===== src/rtl/crc8fp_pkg.sv =====
// ----------------------------------------------------------------------------
// crc8fp_pkg: shared types and functions of the CRC-8 frame parser
// Parser state codes, status codes, register indexes, the result word layout
// and the byte-wide CRC-8 (poly 0x07) update.
// ----------------------------------------------------------------------------
package crc8fp_pkg;

   localparam int ByteWidth = 8;
   localparam logic [7:0] CrcPoly = 8'h07;
   localparam logic [7:0] CrcInit = 8'h00;
   localparam logic [7:0] CrcTopBit = 8'h80;

   // parser state, one-hot
   typedef enum logic [4:0] {
      ST_HUNT    = 5'b00001,
      ST_TYPE    = 5'b00010,
      ST_LEN     = 5'b00100,
      ST_PAYLOAD = 5'b01000,
      ST_CRC     = 5'b10000
   } state_type;

   typedef enum logic [1:0] {
      STATUS_INCOMPLETE = 2'd0,
      STATUS_COMPLETE   = 2'd1,
      STATUS_ERROR      = 2'd2
   } status_type;

   typedef enum logic {
      CSR_START_BYTE = 1'b0,
      CSR_MAX_LEN    = 1'b1
   } csr_index_type;

   typedef struct packed {
      status_type      status;
      logic            payload_valid;
      logic [7:0]      payload_byte;
      logic            payload_last;
      logic [7:0]      frame_type;
      logic [7:0]      frame_len;
   } result_type;

   // one byte through the CRC-8 shift register, MSB first
   function automatic logic [7:0] crc8_update(input logic [7:0] crc,
                                              input logic [7:0] data);
      logic [7:0] v;
      v = crc ^ data;
      for (int k = 0; k < ByteWidth; k++) begin
         if ((v & CrcTopBit) != 8'h00) begin
            v = {v[6:0], 1'b0} ^ CrcPoly;
         end else begin
            v = {v[6:0], 1'b0};
         end
      end
      return v;
   endfunction

endpackage


===== src/rtl/crc8_frame_parser.sv =====
// ----------------------------------------------------------------------------
// crc8_frame_parser: CRC-8 length-prefixed frame parser
// Hunts for the start byte, then reads type, length, payload and a CRC-8
// (poly 0x07, init 0) over type, length and payload; one result per byte.
// ----------------------------------------------------------------------------
//  port group | dir | fields
//  req_*      | in  | tdata[7:0] data_byte
//  rsp_*      | out | tdata payload_byte/frame_type_out/frame_len_out,
//             |     | tuser status/payload_valid, tlast payload_last
//  csr_*      | in  | index 0 start_byte, index 1 max_payload_len
//
// One word a cycle while the sink keeps taking results: input register, then
// parser logic (byte-wide CRC step and state update) into the result register.
// Synchronous active-high reset: hunting, type/len/CRC zero, start byte 0xAA,
// max length 255. A stalled result register holds the input register; each
// stage still takes a new word in the cycle its current one leaves.
// ----------------------------------------------------------------------------
module crc8_frame_parser (
   input  logic        clock,
   input  logic        reset,
   // input stream
   input  logic        req_tvalid,
   output logic        req_tready,
   input  logic [7:0]  req_tdata,   // [7:0] data_byte
   // result stream
   output logic        rsp_tvalid,
   input  logic        rsp_tready,
   output logic [23:0] rsp_tdata,   // [7:0] payload_byte, [15:8] frame_type_out,
                                    // [23:16] frame_len_out
   output logic [2:0]  rsp_tuser,   // [1:0] status, [2] payload_valid
   output logic        rsp_tlast,   // payload_last
   // register writes
   input  logic        csr_wr_en,
   input  logic        csr_index,
   input  logic [7:0]  csr_wdata
);
   import crc8fp_pkg::*;

   logic       advance;
   logic       hold_valid;
   logic [7:0] hold_byte;
   result_type result;

   crc8fp_in_stage u_in (
      .clock      (clock),
      .reset      (reset),
      .req_tvalid (req_tvalid),
      .req_tready (req_tready),
      .req_tdata  (req_tdata),
      .advance    (advance),
      .hold_valid (hold_valid),
      .hold_byte  (hold_byte)
   );

   // parser state steps exactly when the held word enters the result register
   crc8fp_core u_core (
      .clock     (clock),
      .reset     (reset),
      .csr_wr_en (csr_wr_en),
      .csr_index (csr_index),
      .csr_wdata (csr_wdata),
      .step      (hold_valid && advance),
      .data_byte (hold_byte),
      .result    (result)
   );

   crc8fp_out_stage u_out (
      .clock       (clock),
      .reset       (reset),
      .load_valid  (hold_valid),
      .load_result (result),
      .advance     (advance),
      .rsp_tvalid  (rsp_tvalid),
      .rsp_tready  (rsp_tready),
      .rsp_tdata   (rsp_tdata),
      .rsp_tuser   (rsp_tuser),
      .rsp_tlast   (rsp_tlast)
   );
endmodule


===== src/rtl/crc8fp_in_stage.sv =====
// ----------------------------------------------------------------------------
// crc8fp_in_stage: input register
// Holds one received word; takes a new one when empty or when the held word moves on.
// ----------------------------------------------------------------------------
module crc8fp_in_stage (
   input  logic       clock,
   input  logic       reset,
   input  logic       req_tvalid,
   output logic       req_tready,
   input  logic [7:0] req_tdata,   // [7:0] data_byte
   input  logic       advance,     // downstream takes the held word this cycle
   output logic       hold_valid,
   output logic [7:0] hold_byte
);
   import crc8fp_pkg::*;

   logic       valid_ff, valid_in;
   logic [7:0] byte_ff;

   assign req_tready = !valid_ff || advance;
   assign valid_in   = req_tready ? req_tvalid : valid_ff;

   always_ff @(posedge clock) begin
      if (reset) begin
         valid_ff <= 1'b0;
      end else begin
         valid_ff <= valid_in;
      end
   end

   always_ff @(posedge clock) begin
      if (req_tready && req_tvalid) begin
         byte_ff <= req_tdata[ByteWidth-1:0];
      end
   end

   assign hold_valid = valid_ff;
   assign hold_byte  = byte_ff;
endmodule


===== src/rtl/crc8fp_core.sv =====
// ----------------------------------------------------------------------------
// crc8fp_core: frame parser state and registers
// Next-state and result logic for one byte; state moves only when the byte
// is handed to the result register.
// ----------------------------------------------------------------------------
module crc8fp_core (
   input  logic                    clock,
   input  logic                    reset,
   input  logic                    csr_wr_en,
   input  logic                    csr_index,
   input  logic [7:0]              csr_wdata,
   input  logic                    step,
   input  logic [7:0]              data_byte,
   output crc8fp_pkg::result_type  result
);
   import crc8fp_pkg::*;

   logic [7:0] start_byte_ff, max_len_ff;
   state_type  state_ff, state_in;
   logic [7:0] type_ff, type_in;
   logic [7:0] len_ff, len_in;
   logic [7:0] index_ff, index_in;
   logic [7:0] crc_ff, crc_in;
   logic [7:0] crc_next;
   logic [7:0] index_inc;

   always_ff @(posedge clock) begin
      if (reset) begin
         start_byte_ff <= 8'd170;
         max_len_ff    <= 8'd255;
      end else if (csr_wr_en) begin
         case (csr_index_type'(csr_index))
            CSR_START_BYTE: start_byte_ff <= csr_wdata;
            CSR_MAX_LEN:    max_len_ff    <= csr_wdata;
            default:        start_byte_ff <= start_byte_ff;
         endcase
      end
   end

   // at the type byte the CRC restarts from its initial value
   assign crc_next  = crc8_update((state_ff == ST_TYPE) ? CrcInit : crc_ff, data_byte);
   assign index_inc = index_ff + 8'd1;

   always_comb begin
      state_in = ST_HUNT;
      type_in  = type_ff;
      len_in   = len_ff;
      index_in = index_ff;
      crc_in   = crc_ff;
      result.status        = STATUS_INCOMPLETE;
      result.payload_valid = 1'b0;
      result.payload_byte  = 8'h00;
      result.payload_last  = 1'b0;
      case (state_ff)
         ST_TYPE: begin
            type_in  = data_byte;
            crc_in   = crc_next;
            state_in = ST_LEN;
         end
         ST_LEN: begin
            if (data_byte > max_len_ff) begin
               result.status = STATUS_ERROR;
            end else begin
               len_in   = data_byte;
               index_in = 8'd0;
               crc_in   = crc_next;
               state_in = (data_byte != 8'd0) ? ST_PAYLOAD : ST_CRC;
            end
         end
         ST_PAYLOAD: begin
            crc_in   = crc_next;
            index_in = index_inc;
            result.payload_valid = 1'b1;
            result.payload_byte  = data_byte;
            if (index_inc >= len_ff) begin
               result.payload_last = 1'b1;
               state_in = ST_CRC;
            end else begin
               state_in = ST_PAYLOAD;
            end
         end
         ST_CRC: begin
            result.status = (data_byte == crc_ff) ? STATUS_COMPLETE : STATUS_ERROR;
         end
         default: begin
            if (data_byte == start_byte_ff) begin
               state_in = ST_TYPE;
            end
         end
      endcase
      result.frame_type = type_in;
      result.frame_len  = len_in;
   end

   always_ff @(posedge clock) begin
      if (reset) begin
         state_ff <= ST_HUNT;
         type_ff  <= 8'd0;
         len_ff   <= 8'd0;
         index_ff <= 8'd0;
         crc_ff   <= CrcInit;
      end else if (step) begin
         state_ff <= state_in;
         type_ff  <= type_in;
         len_ff   <= len_in;
         index_ff <= index_in;
         crc_ff   <= crc_in;
      end
   end
endmodule


===== src/rtl/crc8fp_out_stage.sv =====
// ----------------------------------------------------------------------------
// crc8fp_out_stage: result register
// Holds one result word until the sink takes it.
// ----------------------------------------------------------------------------
module crc8fp_out_stage (
   input  logic                    clock,
   input  logic                    reset,
   input  logic                    load_valid,
   input  crc8fp_pkg::result_type  load_result,
   output logic                    advance,
   output logic                    rsp_tvalid,
   input  logic                    rsp_tready,
   output logic [23:0]             rsp_tdata,  // [7:0] payload_byte, [15:8] frame_type_out,
                                               // [23:16] frame_len_out
   output logic [2:0]              rsp_tuser,  // [1:0] status, [2] payload_valid
   output logic                    rsp_tlast   // payload_last
);
   import crc8fp_pkg::*;

   logic       valid_ff, valid_in;
   result_type result_ff;

   assign advance  = !valid_ff || rsp_tready;
   assign valid_in = advance ? load_valid : valid_ff;

   always_ff @(posedge clock) begin
      if (reset) begin
         valid_ff <= 1'b0;
      end else begin
         valid_ff <= valid_in;
      end
   end

   always_ff @(posedge clock) begin
      if (advance && load_valid) begin
         result_ff <= load_result;
      end
   end

   assign rsp_tvalid = valid_ff;
   assign rsp_tdata  = {result_ff.frame_len, result_ff.frame_type, result_ff.payload_byte};
   assign rsp_tuser  = {result_ff.payload_valid, result_ff.status};
   assign rsp_tlast  = result_ff.payload_last;
endmodule


===== config.mk =====
export PLATFORM = sky130hd
export DESIGN_NAME = crc8_frame_parser
export DESIGN_NICKNAME = d
export VERILOG_FILES = /design/src/rtl/crc8fp_pkg.sv /design/src/rtl/crc8_frame_parser.sv /design/src/rtl/crc8fp_in_stage.sv /design/src/rtl/crc8fp_core.sv /design/src/rtl/crc8fp_out_stage.sv
export SDC_FILE = /design/constraint.sdc
export NUM_CORES = 1
export LEC_CHECK = 0
export CORE_ASPECT_RATIO = 0.7
export CORE_MARGIN = 2
export CORE_UTILIZATION = 40
export DETAILED_ROUTE_END_ITERATION = 8
export DONT_BUFFER_PORTS = 1
export PLACE_DENSITY = 0.54
export SKIP_CTS_REPAIR_TIMING = 1
export SLEW_MARGIN = 20
export SYNTH_ARGS = -nofsm -noshare
export SYNTH_HDL_FRONTEND = slang
export SYNTH_SLANG_ARGS = --single-unit

===== constraint.sdc =====
create_clock -name clock -period 2.85 [get_ports clock]
set_clock_uncertainty 0.05 [all_clocks]
set_input_delay 0.1425 -clock clock [delete_from_list [all_inputs] [get_ports clock]]
set_output_delay 0.1425 -clock clock [all_outputs]
set_load 0.005 [all_outputs]

# [Yosys cells after proc, flatten, opt, wreduce, memory -nomap -nowiden]
# Cells that the tools add are included.
[word_totals] ff_bits=91 input_bits=22 wordCells=76
[op_classes] addsub=1 n_lt_le_gt_ge=2 n_eq_ne=7 n_mux=26 bitwise=10 n_reduce_logical=14
[op_table] op="2-to-1 mux 8 bit" n=6
[op_table] op="case mux 8 bit (2 select lines)" n=2
[op_table] op="2-to-1 mux 3 bit" n=8
[op_table] op="NOT 3 bit" n=8
[op_table] op="case mux 5 bit (4 select lines)" n=1
[op_table] op="== test 8 bit" n=2
[op_table] op="2-to-1 mux 5 bit" n=3
[op_table] op="2-to-1 mux 10 bit" n=1
[op_table] op="adder 8 x 1 -> 8 bit (second input constant)" n=1
[op_table] op="greater-or-equal comparator 8 bit" n=1
[op_table] op="greater-than comparator 8 bit" n=1
[op_table] op="nonzero test 8 bit" n=1
[op_table] op="XOR 8 bit" n=1
[op_table] op="2-to-1 mux 2 bit" n=3
[op_table] op="AND reduction 3 bit" n=2
[op_table] op="== test 5 x 2 -> 1 bit (second input constant)" n=1
[op_table] op="== test 5 x 3 -> 1 bit (second input constant)" n=1
[op_table] op="== test 5 x 4 -> 1 bit (second input constant)" n=1
[op_table] op="== test 5 bit (second input constant)" n=1
[op_table] op="case mux 2 bit (2 select lines)" n=1
[op_table] op="AND reduction 2 bit" n=2
[op_table] op="nonzero test 2 bit" n=2
[op_table] op="logical AND 1 bit" n=2
[op_table] op="zero test 1 bit" n=2
[op_table] op="5 further kinds" n=6

# [Depth between registers and ports, before layout]
[depth] word_depth=21 ltp_mapped=10 mapped_depth_nobuf=10

# [Hierarchy]
# From an unflattened synthesis, not the netlist that was laid out.
[unflattened] cells_unflattened=475 hier_area_um2=4579.4
[by_module_without_submodules] module="crc8fp_core" instances=1 cells_each=428 area_per_inst_um2=3382.0 seq_area_each_um2=1061.0
[by_module_without_submodules] module="crc8fp_out_stage" instances=1 cells_each=33 area_per_inst_um2=895.9 seq_area_each_um2=860.8
[by_module_without_submodules] module="crc8fp_in_stage" instances=1 cells_each=13 area_per_inst_um2=295.3 seq_area_each_um2=260.2
[by_module_without_submodules] module="crc8_frame_parser" instances=1 cells_each=1 area_per_inst_um2=6.3 seq_area_each_um2=0.0

# [Worst setup path after synthesis]
# Ideal clock, no wire load.
[synth_path] path_type="register to register" startpoint="register u_in.byte_ff[0], in the netlist u_in.hold_byte[0]" endpoint="register u_out.result_ff, in the netlist u_out.rsp_tdata[16] (data pin)" setup_ns=0.260 arrival_ns=2.237 t_required_ns=2.540 setup_slack_ns=0.303 path_stages_with_launch=9 path_buffers=1 cell_sequence="edfxtp_1 -> clkbuf_1 -> inv_1 -> ha_1 -> and4b_1 -> a211o_1 -> a211o_1 -> a21oi_2 -> mux2_2"
[synth_lines] item="start, declared" line="crc8fp_in_stage.sv:18" source="logic [7:0] byte_ff;"
[synth_lines] item="start signal, assigned" line="crc8fp_in_stage.sv:33" source="byte_ff <= req_tdata[ByteWidth-1:0];"
[synth_lines] item="end signal, assigned" line="crc8fp_out_stage.sv:36" source="result_ff <= load_result;"
[synth_lines] item="end, declared" line="crc8fp_out_stage.sv:21" source="result_type result_ff;"

# [Final worst setup path]
[layout_path] startpoint="register u_core.index_ff[0]" endpoint="register u_out.result_ff, in the netlist u_out.rsp_tlast (data pin)"
[layout_via] elab_chain_len=3
[layout_rtl] item="start, declared" line="crc8fp_core.sv:22" source="logic [7:0] index_ff, index_in;"
[layout_rtl] item="start signal, assigned" line="crc8fp_core.sv:106" source="index_ff <= index_in;"
[layout_rtl] item="adder 8 x 1 -> 8 bit" line="crc8fp_core.sv:42" source="assign index_inc = index_ff + 8'd1;"
[layout_rtl] item="greater-or-equal comparator 8 bit" line="crc8fp_core.sv:75" source="if (index_inc >= len_ff) begin"
[layout_rtl] item="2-to-1 mux 1 bit" line="crc8fp_core.sv:75"
# No other way between the ends.
# A chain may end at the register's enable or synchronous reset.

==> run metrics <==
status=finished, final reports clean; Tightest Pin Transition=0.563 ns; final hold viol count=0; Num CTS Buffers=9; die width=133 um; DP Worst Slack=0.119 ns; DIE HEIGHT=94.0 um; Max Slew Vio Count=0; Min-Delay Endpoint=u_core.max_len_ff[7]; Root Buffer=clkbuf_16; leakage=2.03 nW; CP Capture Type=flip-flop; antenna diode count=0; maxcap violations=0; clock-pin slew on the worst setup and hold paths=0.07 ns; dpl hpwl=7.11 mm; Clock Path Buffers=2; Yosys cell types=57; critical path class=reg2reg; Metal-1 WL=5.60 mm; hold slack=0.00255 ns; Mapped Nets=517; All-Layer GR Usage=17.8%; critical path's top delay family=simple AND/OR/NAND/NOR gates; asr flop ratio synth=0%; Synth Register Bits=91; IO Pins=52; DRT iter0 DRCs=179; data required time of the worst path=2.89 ns; crit-path cells=ha_1 > nand3_1 > nor2_1 > xor2_1 > ha_1 > and3_1 > a221oi_2 > nor2_1 > a21oi_1 > inv_1; GRT Residual Overflow=0; Tmin final=2.60 ns; setup TNS=0 ns; CP Max Fanout=5; DR WL met2=4.49 mm; EDFF count, synth=36; initial core utilization=41.6%; full die area=12,500 um2; pin count of the biggest net entering global routing=63; sequential area share after synthesis=47.1%; hold path depth=2; final period utilization=91.4%; slowest CP cell=dfxtp_1; worst rel slew slack=62.3%; design area=5350 um2; Synth area leaders=dfxtp_1 24%, edfxtp_1 23%, nand2_1 6.5%; largest area contributor in the netlist=dfxtp_1; Worst path max stage delay=0.41 ns; hold crit path type=in2reg; hold path start=csr_wdata[7]; final wirelength=10.6 mm; fmax=384 MHz; Syn-to-layout area delta=15.5%; gate count after technology mapping=478; Yosys top cell area share=23.8%; placed inst area=4810 um2; R2R cell count=10; global-route wire length before repair=17.0 mm; vias per cell=5.15; worst reg2reg startpoint=u_core.index_ff[0]; R2R Path End=u_out.rsp_tlast; Vias=3,370; gpl congestion=0.814; CP Depth=10; DRC Markers=0; First-pass DRT Iterations=4; vias in the first global route=3,196; syn_area_per_cell=9.69 um2; top_reg_cell synth=dfxtp_1; Clock Latency Late Sink=0.34 ns; fillers=1,086; Met3 Routed Length=440 um; Final #Nets=535; layout cell share with drive strength beyond 1=9.18%; Setup WS post-layout=0.246 ns; CTS tree=done; # clock sinks=91; Peak VDD IR=0.000421 V; CP Data Arrival Time=2.65 ns; YS warnings=0; count of buffer and inverter cells on the critical path=1; max layer used=met4; post-synthesis cell area=4630 um2; initial antenna violation count=0; crit start category=flip-flop; CTS HTree Levels=3; Reg2Reg Setup Slack=0.25 ns; final setup vio count=0; core area=11,100 um2; Site Rows=32; routed len/inst=16.3 um; Final ANT Viol Nets=0; number of I/O port buffers=0; RSZ-0062 raised after global routing=false; P per Cell Area=534 nW/um2
==> synthesized netlist by cell type, types with 2 or more instances <==
cell type / number
xnor2_1: 31
nor3_1: 6
ha_1: 17
buf_6: 2
xor2_1: 11
nor2_1: 30
inv_1: 19
buf_2: 3
a211o_1: 10
a31oi_1: 3
xnor3_1: 2
a21o_1: 6
o21ai_0: 19
edfxtp_1: 36
nand4_1: 4
nand3b_1: 8
dfxtp_1: 55
nor4_1: 2
a221oi_1: 2
o32ai_1: 4
nand2_1: 80
and3_1: 10
a21oi_1: 20
a211oi_1: 2
mux2i_1: 12
nand3_1: 9
nand2b_1: 13
and2_1: 8
nor2b_1: 3
clkbuf_1: 24
==> layer usage <==
layer / vias to the layer above / global-route usage (%)
li1: 1683 / -
met1: 1603 / 24.9
met2: 74 / 26.7
met3: 10 / 5.66
met4: 0 / 4.57
met5: - / 0
==> worst reg2reg max path, stage by stage (launching register included) <==
cell	delay, ns
dfxtp_1	0.41
ha_1	0.23
nand3_1	0.19
nor2_1	0.19
xor2_1	0.21
ha_1	0.28
and3_1	0.18
a221oi_2	0.31
nor2_1	0.07
a21oi_1	0.19
inv_1	0.06
==> state kept, by name, summed over array words and instances (netlist names) <==
| signal | count |
|---|---|
| u_core.crc_ff | 8 |
| u_core.len_ff | 8 |
| u_in.hold_valid | 1 |
| u_core.start_byte_ff | 8 |
| u_out.rsp_tvalid | 1 |
| u_out.rsp_tdata | 24 |
| u_core.max_len_ff | 8 |
| u_in.hold_byte | 8 |
| u_core.state_ff | 5 |
| u_out.rsp_tuser | 3 |
| u_out.rsp_tlast | 1 |
| u_core.type_ff | 8 |
| u_core.index_ff | 8 |
==> how the worst max path moves through the flow <==
stage / start / end / slack [ns]
finish: u_core.index_ff[0] / u_out.rsp_tlast / 0.25
global route: u_core.index_ff[0] / u_out.rsp_tlast / 0.02
CTS: u_core.index_ff[2] / u_out.rsp_tlast / 0.12
detailed placement: u_core.index_ff[2] / u_out.rsp_tlast / 0.12
global placement: u_core.index_ff[2] / u_out.rsp_tlast / 0.27
floorplan: u_in.hold_byte[0] / u_out.rsp_tdata[16] / 0.30
==> cell type report <==
type / instances / area [um2] / share of cell area, %
inverter: 20 / 75.1 / 1.40
multi-input combinational: 338 / 2260 / 42.3
tap: 153 / 191 / 3.58
sequential: 91 / 2180 / 40.8
clock buffer: 10 / 229 / 4.28
timing repair buffer: 36 / 340 / 6.36
clock inverter: 6 / 66.3 / 1.24
==> kinds of logic after synthesis <==
kind of cell    share of synthesized area [%]
compound gates                           12.6
simple gates                             18.4
mux                                      3.13
xor+xnor                                 9.78
fa+ha+maj                                4.59
flops                                    47.1
buf+inv                                  4.38
==> cells in the final DEF (no fill, tap or decap), types with 12 or more instances in the layout <==
| master | synthesis | layout |
|---|---|---|
| dfxtp_1 | 55 | 55 |
| ha_1 | 17 | 17 |
| nand2_1 | 80 | 80 |
| edfxtp_1 | 36 | 36 |
| nor2_1 | 30 | 29 |
| o21ai_0 | 19 | 19 |
| xnor2_1 | 31 | 31 |
| a21oi_1 | 20 | 20 |
| mux2i_1 | 12 | 12 |
| dlygate4sd3_1 | 0 | 20 |
| buf_4 | 0 | 15 |
| inv_1 | 19 | 19 |
| nand2b_1 | 13 | 13 |
==> per-stage QoR <==
step / util, % / total power, mW / std cells
final: 48.1 / 2.86 / 654
after global routing: 48.1 / 2.98 / 654
after CTS: 45.8 / 2.86 / 633
after detailed placement: 43.2 / 1.66 / 617
after global placement: 43.2 / 1.66 / 617
after floorplan: - / 1.62 / 478
==> report_power, final <==
part           total (mW)  internal, mW  switching, mW
combinational       0.253         0.116          0.137
sequential           1.42          1.39         0.0268
clock                1.18         0.683          0.501
total                2.86          2.19          0.665
Power figures use the tool's default switching activity.
